--- src/pep_pkg.sv ---
// Shared types, codes and helpers for the pattern pulse event timer.
// Used by pep_store, pep_core and the top level; depends on nothing.
`default_nettype none

package pep_pkg;

    localparam int PATTERN_DEPTH_DEF = 16;
    localparam int TIME_WIDTH_DEF    = 32;

    localparam int IN_TDATA_W  = 40;
    localparam int OUT_TDATA_W = 8;
    localparam int CFG_INDEX_W = 2;
    localparam int CFG_DATA_W  = 32;
    localparam int COUNT_W     = 16;
    localparam int LIMIT_W     = 17;

    localparam logic [COUNT_W-1:0] COUNT_MAX = 16'hFFFF;

    // Item function codes.
    localparam logic [1:0] FUNC_TICK  = 2'd0;
    localparam logic [1:0] FUNC_WRITE = 2'd1;
    localparam logic [1:0] FUNC_ARM   = 2'd2;

    // Timer modes.
    localparam logic [1:0] MODE_PERIODIC  = 2'd0;
    localparam logic [1:0] MODE_PATTERN   = 2'd1;
    localparam logic [1:0] MODE_OSCILLATE = 2'd2;

    // Configuration register indexes.
    localparam logic [CFG_INDEX_W-1:0] CFG_MODE         = 2'd0;
    localparam logic [CFG_INDEX_W-1:0] CFG_START_PERIOD = 2'd1;
    localparam logic [CFG_INDEX_W-1:0] CFG_REPEAT_LIMIT = 2'd2;
    localparam logic [CFG_INDEX_W-1:0] CFG_START_LEVEL  = 2'd3;

    localparam logic [LIMIT_W-1:0] REPEAT_LIMIT_RESET = 17'h1FFFF;

    typedef struct packed {
        logic [1:0]         mode;
        logic [31:0]        start_period;
        logic [LIMIT_W-1:0] repeat_limit;
        logic               start_level;
    } cfg_t;

    typedef struct packed {
        logic [31:0] entry_value;
        logic [3:0]  entry_index;
        logic [1:0]  func;
    } item_t;

    typedef struct packed {
        logic running;
        logic pin_level;
        logic fired;
    } result_t;

    // A negative limit runs forever; otherwise stop once the count reaches it.
    function automatic logic limit_hit(input logic [COUNT_W-1:0] cnt,
                                       input logic [LIMIT_W-1:0] lim);
        limit_hit = !lim[LIMIT_W-1] && (cnt >= lim[COUNT_W-1:0]);
    endfunction

endpackage

`default_nettype wire

--- src/pep_store.sv ---
// Pattern store: a one-port-write, one-port-read synchronous memory with a
// prefetch of the entry after the current position. Uses pep_pkg.
`default_nettype none

module pep_store #(
    parameter int PATTERN_DEPTH = pep_pkg::PATTERN_DEPTH_DEF,
    parameter int TIME_WIDTH    = pep_pkg::TIME_WIDTH_DEF,
    localparam int POS_W        = $clog2(PATTERN_DEPTH)
) (
    input  wire logic                  aclk,
    input  wire logic                  aresetn,
    input  wire logic                  wr_en,
    input  wire logic [POS_W-1:0]      wr_addr,
    input  wire logic [TIME_WIDTH-1:0] wr_data,
    input  wire logic [POS_W-1:0]      pos_next,
    output logic      [TIME_WIDTH-1:0] next_entry,
    output logic      [TIME_WIDTH-1:0] first_entry
);

    logic [TIME_WIDTH-1:0] mem [PATTERN_DEPTH];
    logic [TIME_WIDTH-1:0] rd_data_reg;
    logic [TIME_WIDTH-1:0] fwd_data_reg;
    logic [TIME_WIDTH-1:0] first_reg;
    logic                  fwd_reg;
    logic                  beyond_reg;
    logic [POS_W:0]        rd_idx;
    logic [POS_W-1:0]      rd_addr;
    logic                  in_range;

    // The entry after the position the core will hold next cycle.
    assign rd_idx   = {1'b0, pos_next} + {{POS_W{1'b0}}, 1'b1};
    assign rd_addr  = rd_idx[POS_W-1:0];
    assign in_range = rd_idx < (POS_W+1)'(PATTERN_DEPTH);

    always_ff @(posedge aclk) begin
        if (wr_en) begin
            mem[wr_addr] <= wr_data;
        end
        rd_data_reg  <= mem[rd_addr];
        fwd_data_reg <= wr_data;
        if (wr_en && (wr_addr == '0)) begin
            first_reg <= wr_data;
        end
    end

    always_ff @(posedge aclk) begin
        if (!aresetn) begin
            fwd_reg    <= 1'b0;
            beyond_reg <= 1'b0;
        end else begin
            fwd_reg    <= wr_en && (wr_addr == rd_addr);
            beyond_reg <= !in_range;
        end
    end

    // Past the end of the store reads as a terminating zero entry.
    assign next_entry  = beyond_reg ? '0 : (fwd_reg ? fwd_data_reg : rd_data_reg);
    assign first_entry = first_reg;

endmodule

`default_nettype wire

--- src/pep_core.sv ---
// Timer state and per-item update: tick counting, mode actions, repeat
// limit and arming. Uses pep_pkg; pattern entries come from pep_store.
`default_nettype none

module pep_core #(
    parameter int PATTERN_DEPTH = pep_pkg::PATTERN_DEPTH_DEF,
    parameter int TIME_WIDTH    = pep_pkg::TIME_WIDTH_DEF,
    localparam int POS_W        = $clog2(PATTERN_DEPTH)
) (
    input  wire logic                  aclk,
    input  wire logic                  aresetn,
    input  wire logic                  accept,
    input  wire pep_pkg::item_t        item,
    input  wire pep_pkg::cfg_t         cfg,
    input  wire logic [TIME_WIDTH-1:0] next_entry,
    input  wire logic [TIME_WIDTH-1:0] first_entry,
    output logic                       wr_en,
    output logic      [POS_W-1:0]      wr_addr,
    output logic      [TIME_WIDTH-1:0] wr_data,
    output logic      [POS_W-1:0]      pos_next,
    output pep_pkg::result_t           res
);

    localparam int IW = ((POS_W > 4) ? POS_W : 4) + 1;

    logic                        active_reg, active_next;
    logic [TIME_WIDTH-1:0]       elapsed_reg, elapsed_next;
    logic [TIME_WIDTH-1:0]       period_reg, period_next;
    logic [pep_pkg::COUNT_W-1:0] count_reg, count_next;
    logic [POS_W-1:0]            pos_reg;
    logic                        pin_state_reg, pin_state_next;
    logic                        pin_driven_reg, pin_driven_next;

    logic [TIME_WIDTH-1:0]       el1;
    logic [pep_pkg::COUNT_W-1:0] count_inc;
    logic [IW-1:0]               idx_w;
    logic [TIME_WIDTH+31:0]      val_wide;
    logic [TIME_WIDTH+31:0]      sp_wide;
    logic [TIME_WIDTH-1:0]       sp_w;
    logic                        fired;

    assign idx_w    = IW'(item.entry_index);
    assign val_wide = {{TIME_WIDTH{1'b0}}, item.entry_value};
    assign sp_wide  = {{TIME_WIDTH{1'b0}}, cfg.start_period};
    assign sp_w     = sp_wide[TIME_WIDTH-1:0];
    assign wr_addr  = idx_w[POS_W-1:0];
    assign wr_data  = val_wide[TIME_WIDTH-1:0];
    assign el1      = elapsed_reg + TIME_WIDTH'(1);
    assign count_inc = (count_reg != pep_pkg::COUNT_MAX) ?
                       count_reg + pep_pkg::COUNT_W'(1) : count_reg;

    always_comb begin
        active_next     = active_reg;
        elapsed_next    = elapsed_reg;
        period_next     = period_reg;
        count_next      = count_reg;
        pos_next        = pos_reg;
        pin_state_next  = pin_state_reg;
        pin_driven_next = pin_driven_reg;
        fired           = 1'b0;
        wr_en           = 1'b0;
        if (accept) begin
            case (item.func)
                pep_pkg::FUNC_TICK: begin
                    if (active_reg) begin
                        elapsed_next = el1;
                        if (el1 >= period_reg) begin
                            elapsed_next = '0;
                            case (cfg.mode)
                                pep_pkg::MODE_PERIODIC: begin
                                    fired      = 1'b1;
                                    count_next = count_inc;
                                end
                                pep_pkg::MODE_PATTERN: begin
                                    if (next_entry == '0) begin
                                        // End of a pass: count it, then wrap
                                        // unless the limit stops the run.
                                        count_next = count_inc;
                                        if (!pep_pkg::limit_hit(count_inc,
                                                                cfg.repeat_limit)) begin
                                            pos_next        = '0;
                                            period_next     = first_entry;
                                            pin_state_next  = !pin_state_reg;
                                            pin_driven_next = !pin_state_reg;
                                        end
                                    end else begin
                                        pos_next        = pos_reg + POS_W'(1);
                                        period_next     = next_entry;
                                        pin_state_next  = !pin_state_reg;
                                        pin_driven_next = !pin_state_reg;
                                    end
                                end
                                pep_pkg::MODE_OSCILLATE: begin
                                    pin_state_next  = !pin_state_reg;
                                    pin_driven_next = !pin_state_reg;
                                    count_next      = count_inc;
                                end
                                default: begin
                                    count_next = count_inc;
                                end
                            endcase
                        end
                        if (pep_pkg::limit_hit(count_next, cfg.repeat_limit)) begin
                            // Run finished: pin_driven keeps its last level.
                            active_next    = 1'b0;
                            elapsed_next   = '0;
                            period_next    = '0;
                            count_next     = '0;
                            pos_next       = '0;
                            pin_state_next = 1'b0;
                        end
                    end
                end
                pep_pkg::FUNC_WRITE: begin
                    wr_en = idx_w < IW'(PATTERN_DEPTH);
                end
                pep_pkg::FUNC_ARM: begin
                    active_next     = 1'b1;
                    elapsed_next    = '0;
                    count_next      = '0;
                    pos_next        = '0;
                    pin_state_next  = cfg.start_level;
                    pin_driven_next = cfg.start_level;
                    period_next     = (cfg.mode == pep_pkg::MODE_PATTERN) ?
                                      first_entry : sp_w;
                end
                default: begin
                end
            endcase
        end
    end

    always_ff @(posedge aclk) begin
        if (!aresetn) begin
            active_reg     <= 1'b0;
            elapsed_reg    <= '0;
            period_reg     <= '0;
            count_reg      <= '0;
            pos_reg        <= '0;
            pin_state_reg  <= 1'b0;
            pin_driven_reg <= 1'b0;
        end else begin
            active_reg     <= active_next;
            elapsed_reg    <= elapsed_next;
            period_reg     <= period_next;
            count_reg      <= count_next;
            pos_reg        <= pos_next;
            pin_state_reg  <= pin_state_next;
            pin_driven_reg <= pin_driven_next;
        end
    end

    assign res.fired     = fired;
    assign res.pin_level = pin_driven_next;
    assign res.running   = active_next;

endmodule

`default_nettype wire

--- src/pattern_pulse_event_timer.sv ---
// Pattern pulse event timer, top level: stream ports, configuration
// registers and a two-entry output queue. Uses pep_pkg, pep_core, pep_store.
// An item's result is registered in the head or, if the head waits, the skid.
// Throughput: one item per cycle while the output queue has room; the
// read of the pattern store is prefetched a step ahead.
// Reset clears the timer and the configuration; the pattern store is not
// cleared and needs no clearing pass, so items are taken right after reset.
`default_nettype none

module pattern_pulse_event_timer #(
    parameter int PATTERN_DEPTH = pep_pkg::PATTERN_DEPTH_DEF,
    parameter int TIME_WIDTH    = pep_pkg::TIME_WIDTH_DEF
) (
    input  wire logic                              aclk,
    input  wire logic                              aresetn,
    // Input items.
    input  wire logic                              s_tvalid,
    output logic                                   s_tready,
    // s_tdata: func [1:0], entry_index [5:2], entry_value [37:6], zeros above.
    input  wire logic [pep_pkg::IN_TDATA_W-1:0]    s_tdata,
    // Result items.
    output logic                                   m_tvalid,
    input  wire logic                              m_tready,
    // m_tdata: fired [0], pin_level [1], running [2], zeros above.
    output logic      [pep_pkg::OUT_TDATA_W-1:0]   m_tdata,
    // Configuration writes.
    input  wire logic                              cfg_valid,
    output logic                                   cfg_ready,
    input  wire logic [pep_pkg::CFG_INDEX_W-1:0]   cfg_index,
    input  wire logic [pep_pkg::CFG_DATA_W-1:0]    cfg_data
);

    localparam int POS_W = $clog2(PATTERN_DEPTH);

    pep_pkg::cfg_t    cfg_reg;
    pep_pkg::item_t   item;
    pep_pkg::result_t res;
    pep_pkg::result_t out_reg;
    pep_pkg::result_t skid_reg;
    logic             out_valid_reg;
    logic             skid_valid_reg;
    logic             in_accept;
    logic             out_pop;

    logic                  wr_en;
    logic [POS_W-1:0]      wr_addr;
    logic [TIME_WIDTH-1:0] wr_data;
    logic [POS_W-1:0]      pos_next;
    logic [TIME_WIDTH-1:0] next_entry;
    logic [TIME_WIDTH-1:0] first_entry;

    // Configuration registers take a write every cycle out of reset; software
    // must write them only while the timer has no item in flight; not checked.
    assign cfg_ready = aresetn;

    always_ff @(posedge aclk) begin
        if (!aresetn) begin
            cfg_reg.mode         <= pep_pkg::MODE_PERIODIC;
            cfg_reg.start_period <= '0;
            cfg_reg.repeat_limit <= pep_pkg::REPEAT_LIMIT_RESET;
            cfg_reg.start_level  <= 1'b0;
        end else if (cfg_valid && cfg_ready) begin
            case (cfg_index)
                pep_pkg::CFG_MODE:         cfg_reg.mode         <= cfg_data[1:0];
                pep_pkg::CFG_START_PERIOD: cfg_reg.start_period <= cfg_data;
                pep_pkg::CFG_REPEAT_LIMIT: begin
                    cfg_reg.repeat_limit <= cfg_data[pep_pkg::LIMIT_W-1:0];
                end
                pep_pkg::CFG_START_LEVEL:  cfg_reg.start_level  <= cfg_data[0];
                default: begin
                end
            endcase
        end
    end

    assign item      = s_tdata[$bits(pep_pkg::item_t)-1:0];
    assign in_accept = s_tvalid && s_tready;
    assign out_pop   = out_valid_reg && m_tready;

    // The skid entry lets an item be taken while the head result waits;
    // input stalls only when both entries hold results, and during reset.
    assign s_tready = aresetn && !skid_valid_reg;

    pep_core #(
        .PATTERN_DEPTH (PATTERN_DEPTH),
        .TIME_WIDTH    (TIME_WIDTH)
    ) u_core (
        .aclk        (aclk),
        .aresetn     (aresetn),
        .accept      (in_accept),
        .item        (item),
        .cfg         (cfg_reg),
        .next_entry  (next_entry),
        .first_entry (first_entry),
        .wr_en       (wr_en),
        .wr_addr     (wr_addr),
        .wr_data     (wr_data),
        .pos_next    (pos_next),
        .res         (res)
    );

    pep_store #(
        .PATTERN_DEPTH (PATTERN_DEPTH),
        .TIME_WIDTH    (TIME_WIDTH)
    ) u_store (
        .aclk        (aclk),
        .aresetn     (aresetn),
        .wr_en       (wr_en),
        .wr_addr     (wr_addr),
        .wr_data     (wr_data),
        .pos_next    (pos_next),
        .next_entry  (next_entry),
        .first_entry (first_entry)
    );

    // Output queue: head register plus one skid register.
    always_ff @(posedge aclk) begin
        if (!aresetn) begin
            out_valid_reg  <= 1'b0;
            skid_valid_reg <= 1'b0;
        end else begin
            if (out_pop || !out_valid_reg) begin
                if (skid_valid_reg) begin
                    out_valid_reg  <= 1'b1;
                    skid_valid_reg <= in_accept;
                end else begin
                    out_valid_reg  <= in_accept;
                end
            end else if (in_accept) begin
                skid_valid_reg <= 1'b1;
            end
        end
    end

    always_ff @(posedge aclk) begin
        if (out_pop || !out_valid_reg) begin
            if (skid_valid_reg) begin
                out_reg <= skid_reg;
                if (in_accept) begin
                    skid_reg <= res;
                end
            end else begin
                out_reg <= res;
            end
        end else if (in_accept) begin
            skid_reg <= res;
        end
    end

    assign m_tvalid = out_valid_reg;
    assign m_tdata  = {{(pep_pkg::OUT_TDATA_W - $bits(pep_pkg::result_t)){1'b0}}, out_reg};

    // A result waiting in the skid entry implies the head is also occupied.
    a_skid_behind_head: assert property (@(posedge aclk) disable iff (!aresetn)
        skid_valid_reg |-> out_valid_reg)
        else $error("skid entry holds a result while the head is empty");

    // The skid entry fills only when the head was held by a stalled output.
    a_skid_fill: assert property (@(posedge aclk) disable iff (!aresetn)
        $rose(skid_valid_reg) |-> $past(out_valid_reg && !m_tready))
        else $error("skid entry filled while the head could move");

    // Only a tick in periodic mode raises the fired flag.
    a_fired_source: assert property (@(posedge aclk) disable iff (!aresetn)
        (in_accept && res.fired) |->
            (item.func == pep_pkg::FUNC_TICK && cfg_reg.mode == pep_pkg::MODE_PERIODIC))
        else $error("fired flag raised outside a periodic tick");

endmodule

`default_nettype wire
--- config.mk ---
export PLATFORM = sky130hd
export DESIGN_NAME = pattern_pulse_event_timer
export DESIGN_NICKNAME = d
export VERILOG_FILES = /design/src/pep_pkg.sv /design/src/pep_store.sv /design/src/pep_core.sv /design/src/pattern_pulse_event_timer.sv
export SDC_FILE = /design/constraint.sdc
export NUM_CORES = 1
export LEC_CHECK = 0
export BUFFER_PORTS_ARGS = -buffer_cell sky130_fd_sc_hd__buf_2
export CAP_MARGIN = 30
export CORE_ASPECT_RATIO = 0.7
export CORE_MARGIN = 2
export CORE_UTILIZATION = 55
export DETAILED_ROUTE_END_ITERATION = 7
export PLACE_DENSITY = 0.79
export SLEW_MARGIN = 40
export SYNTH_ARGS = -nofsm -noshare
export SYNTH_HDL_FRONTEND = slang
export SYNTH_HIERARCHICAL = 1
export SYNTH_SLANG_ARGS = --single-unit
--- constraint.sdc ---
create_clock -name aclk -period 10.35 [get_ports aclk]
set_clock_uncertainty 0.2 [all_clocks]
set_input_delay 1.035 -clock aclk [delete_from_list [all_inputs] [get_ports aclk]]
set_output_delay 1.035 -clock aclk [all_outputs]
set_load 0.02 [all_outputs]
==> results.txt <==
CP max FO: 73
sequential power share: 54.1%
Clock Pin Slew Worst Setup and Hold Paths: 60 ps
die area: 0.05999 sq mm
Hold Crit Class: register to register
Cell Rows: 73
P_int: 4582 uW
clock buffer depth: 3
Max-cap violations: 0
worst-margin pin slew: 950.1 ps
FFs w/ async S/R, synth: 0%
All-Layer GR Usage: 24.54%
period utilization: 86.61%
VDD IR max: 221.9 uV
critical path class: register to register
combinational fraction of design power: 3.4%
largest net degree at the start of global routing: 74
syn avg cell area: 14.50 sq um
I/O pin count: 90
post-route ant nets: 0
DIE HEIGHT: 205.5 um
Setup Fix Bufs, Post-CTS: 0
Synth Flop Type: edfxtp_1
initial antenna violation count: 1
Slew Viols, Final: 0
first drt pass iteration count: 8
grt ovf: 0
Die X: 291.9 um
cts hold-fix bufs: 0
Sw Ratio: 21.21%
Critical-path top delay cell: nor3_1
first-pass GRT wire length: 111.7 mm
Vias per Instance: 6.219
Pleak: 0.01211 uW
via count: 18820
TritonCTS clock tree: yes
dpl hpwl: 46.38 mm
max reg flops: 498
Ys Warns: 6
Skew-Pair Late Insertion Delay: 620 ps
core footprint: 0.05709 sq mm
CTS HTree Levels: 3
sequential share of the synthesized area: 61.74%
Clock Sinks: 725
GPL Wtd Cong: 0.8868
CP Data Required Time: 10640 ps
post-layout util: 61.48%
status: complete, no violations
Final setup viols: 0
post-CTS resize count: 0
#FFs+latches synth: 725
synthesized area: 0.03191 sq mm
Initial Util: 55.89%
Slew headroom: 36.07%
Yosys cell types: 82
Fin. Hold Viols: 0
maximum clock rate: 0.1116 GHz
WP data arrival: 9260 ps
1st-iter DRT viols: 1860
Tmin final: 8965 ps
CTS root buf: clkbuf_16
CP Launch Type: register
DRC: 0
highest cell delay on the worst timing path: 600 ps
Routed WL: 72.42 mm
Avg WL per Cell: 23.93 um
Pwr Density: 165.7 mW/mm^2
Num CTS Buffers: 67
vias in the first global route: 18740
# fillers: 4060
setup tns final: 0 ps
unrepaired setup endpoints after global routing: false
share of cells above drive strength 1: 20.57%
Post-synth EDFFs: 518
Syn Inst Count: 2200
count of buffers from port buffering: 82
final net count: 2371
Worst setup EP type: register
Layout area overhead: 9.995%
Psw: 1233 uW
clock power share: 42.5%
## stage by stage
stage | std cells | hold WS (ps) | area (sq um) | total power (uW) | setup slack (ps)
2_1_floorplan | 2204 | 232.2 | 31920 | 3344 | 2812
3_3_place_gp | 2901 | 245.3 | 32850 | 3393 | 1607
3_5_place_dp | 2902 | 249.6 | 32890 | 3404 | 1417
4_1_cts | 3025 | 257.8 | 35080 | 5852 | 1350
5_1_grt | 3025 | 282.5 | 35090 | 5980 | 848.3
6_report | 3026 | 255.9 | 35100 | 5816 | 1385
## critical path: cells and delay by family (launching register included)
family | cells | cell delay (ps)
and+or+nand+nor | 12 | 2710
AOI/OAI and AO/OA | 5 | 1800
buffers and inverters | 4 | 1320
muxes | 3 | 990
adders and majority gates | 3 | 810
DFF | 1 | 430
xor gates and xnor gates | 2 | 430
## logic make-up after synthesis
| group | count (synthesis) | share of synthesized area (%) |
|---|---|---|
| XOR/XNOR | 59 | 1.667 |
| multiplexers | 332 | 15.57 |
| adder cells (fa/ha/maj) | 71 | 2.784 |
| AND/OR/NAND/NOR | 457 | 7.097 |
| buffers and inverters | 256 | 4.184 |
| other | 1 | 0.01175 |
| AO/OA/AOI/OAI | 299 | 6.949 |
| flip-flops | 725 | 61.74 |
## cell usage after synthesis, types with 34 or more instances
master    instances  area share [%]
inv_1            78            0.92
dfxtp_1         207              13
nand3_1          47            0.74
buf_4            47             1.1
mux2i_1         169             5.3
nor2_1          100             1.2
nand2_1         164             1.9
clkbuf_1         71            0.84
a21oi_1          95             1.5
mux4_2          128             9.0
edfxtp_1        518              49
xnor2_1          34            0.93
ha_1             71             2.8
## layout by cell type, fill, tap and decap left out, types with 37 or more instances in the layout
master and instances:
a21oi_1 95, buf_2 81, buf_4 37, clkbuf_16 69
dfxtp_1 206, edfxtp_1 518, ha_1 69, inv_1 77
mux2i_1 169, mux4_2 128, nand2_1 163, nand3_1 47
nor2_1 86
## per-layer routing
metal  up-vias  routed length (um)  GRT usage, %  part of all wire (%)
met3       122                5367         4.083                   7.4
met1      9532               31680         35.66                    44
met2       752               33430         38.15                    46
met4         0                1944         7.861                   2.7
li1       8413                   -             -                     -
met5         -                   0             0                     0
## power by group through the flow
stage	sequential, uW	combinational [uW]	clock (uW)
2_1_floorplan	3200	140	0
3_3_place_gp	3210	186	0
3_5_place_dp	3210	195	0
4_1_cts	3150	196	2510
5_1_grt	3150	217	2620
6_report	3150	199	2470
## final cells by class
cell class / count / area [sq um] / area share [%]
flip-flops and latches: 725 / 19700 / 56.13
multi-input cells: 1223 / 11130 / 31.71
clock buffers: 90 / 1876 / 5.344
well taps: 750 / 938.4 / 2.674
repair buffers: 126 / 842.1 / 2.399
clock inverters: 33 / 316.6 / 0.9019
inverters: 78 / 292.8 / 0.8342
diodes: 1 / 2.502 / 0.007130
## worst paths after layout
kind	from	to	slack, ps	cells past startpoint
max reg2reg	u_core/elapsed_reg[0]	u_store/rd_data_reg[14]	1390	29
max	u_core/elapsed_reg[0]	u_store/rd_data_reg[14]	1390	29
min	cfg_reg[34]	cfg_reg[34]	260	2
min reg2reg	cfg_reg[34]	cfg_reg[34]	260	2
(Power assumes the default switching activity.)
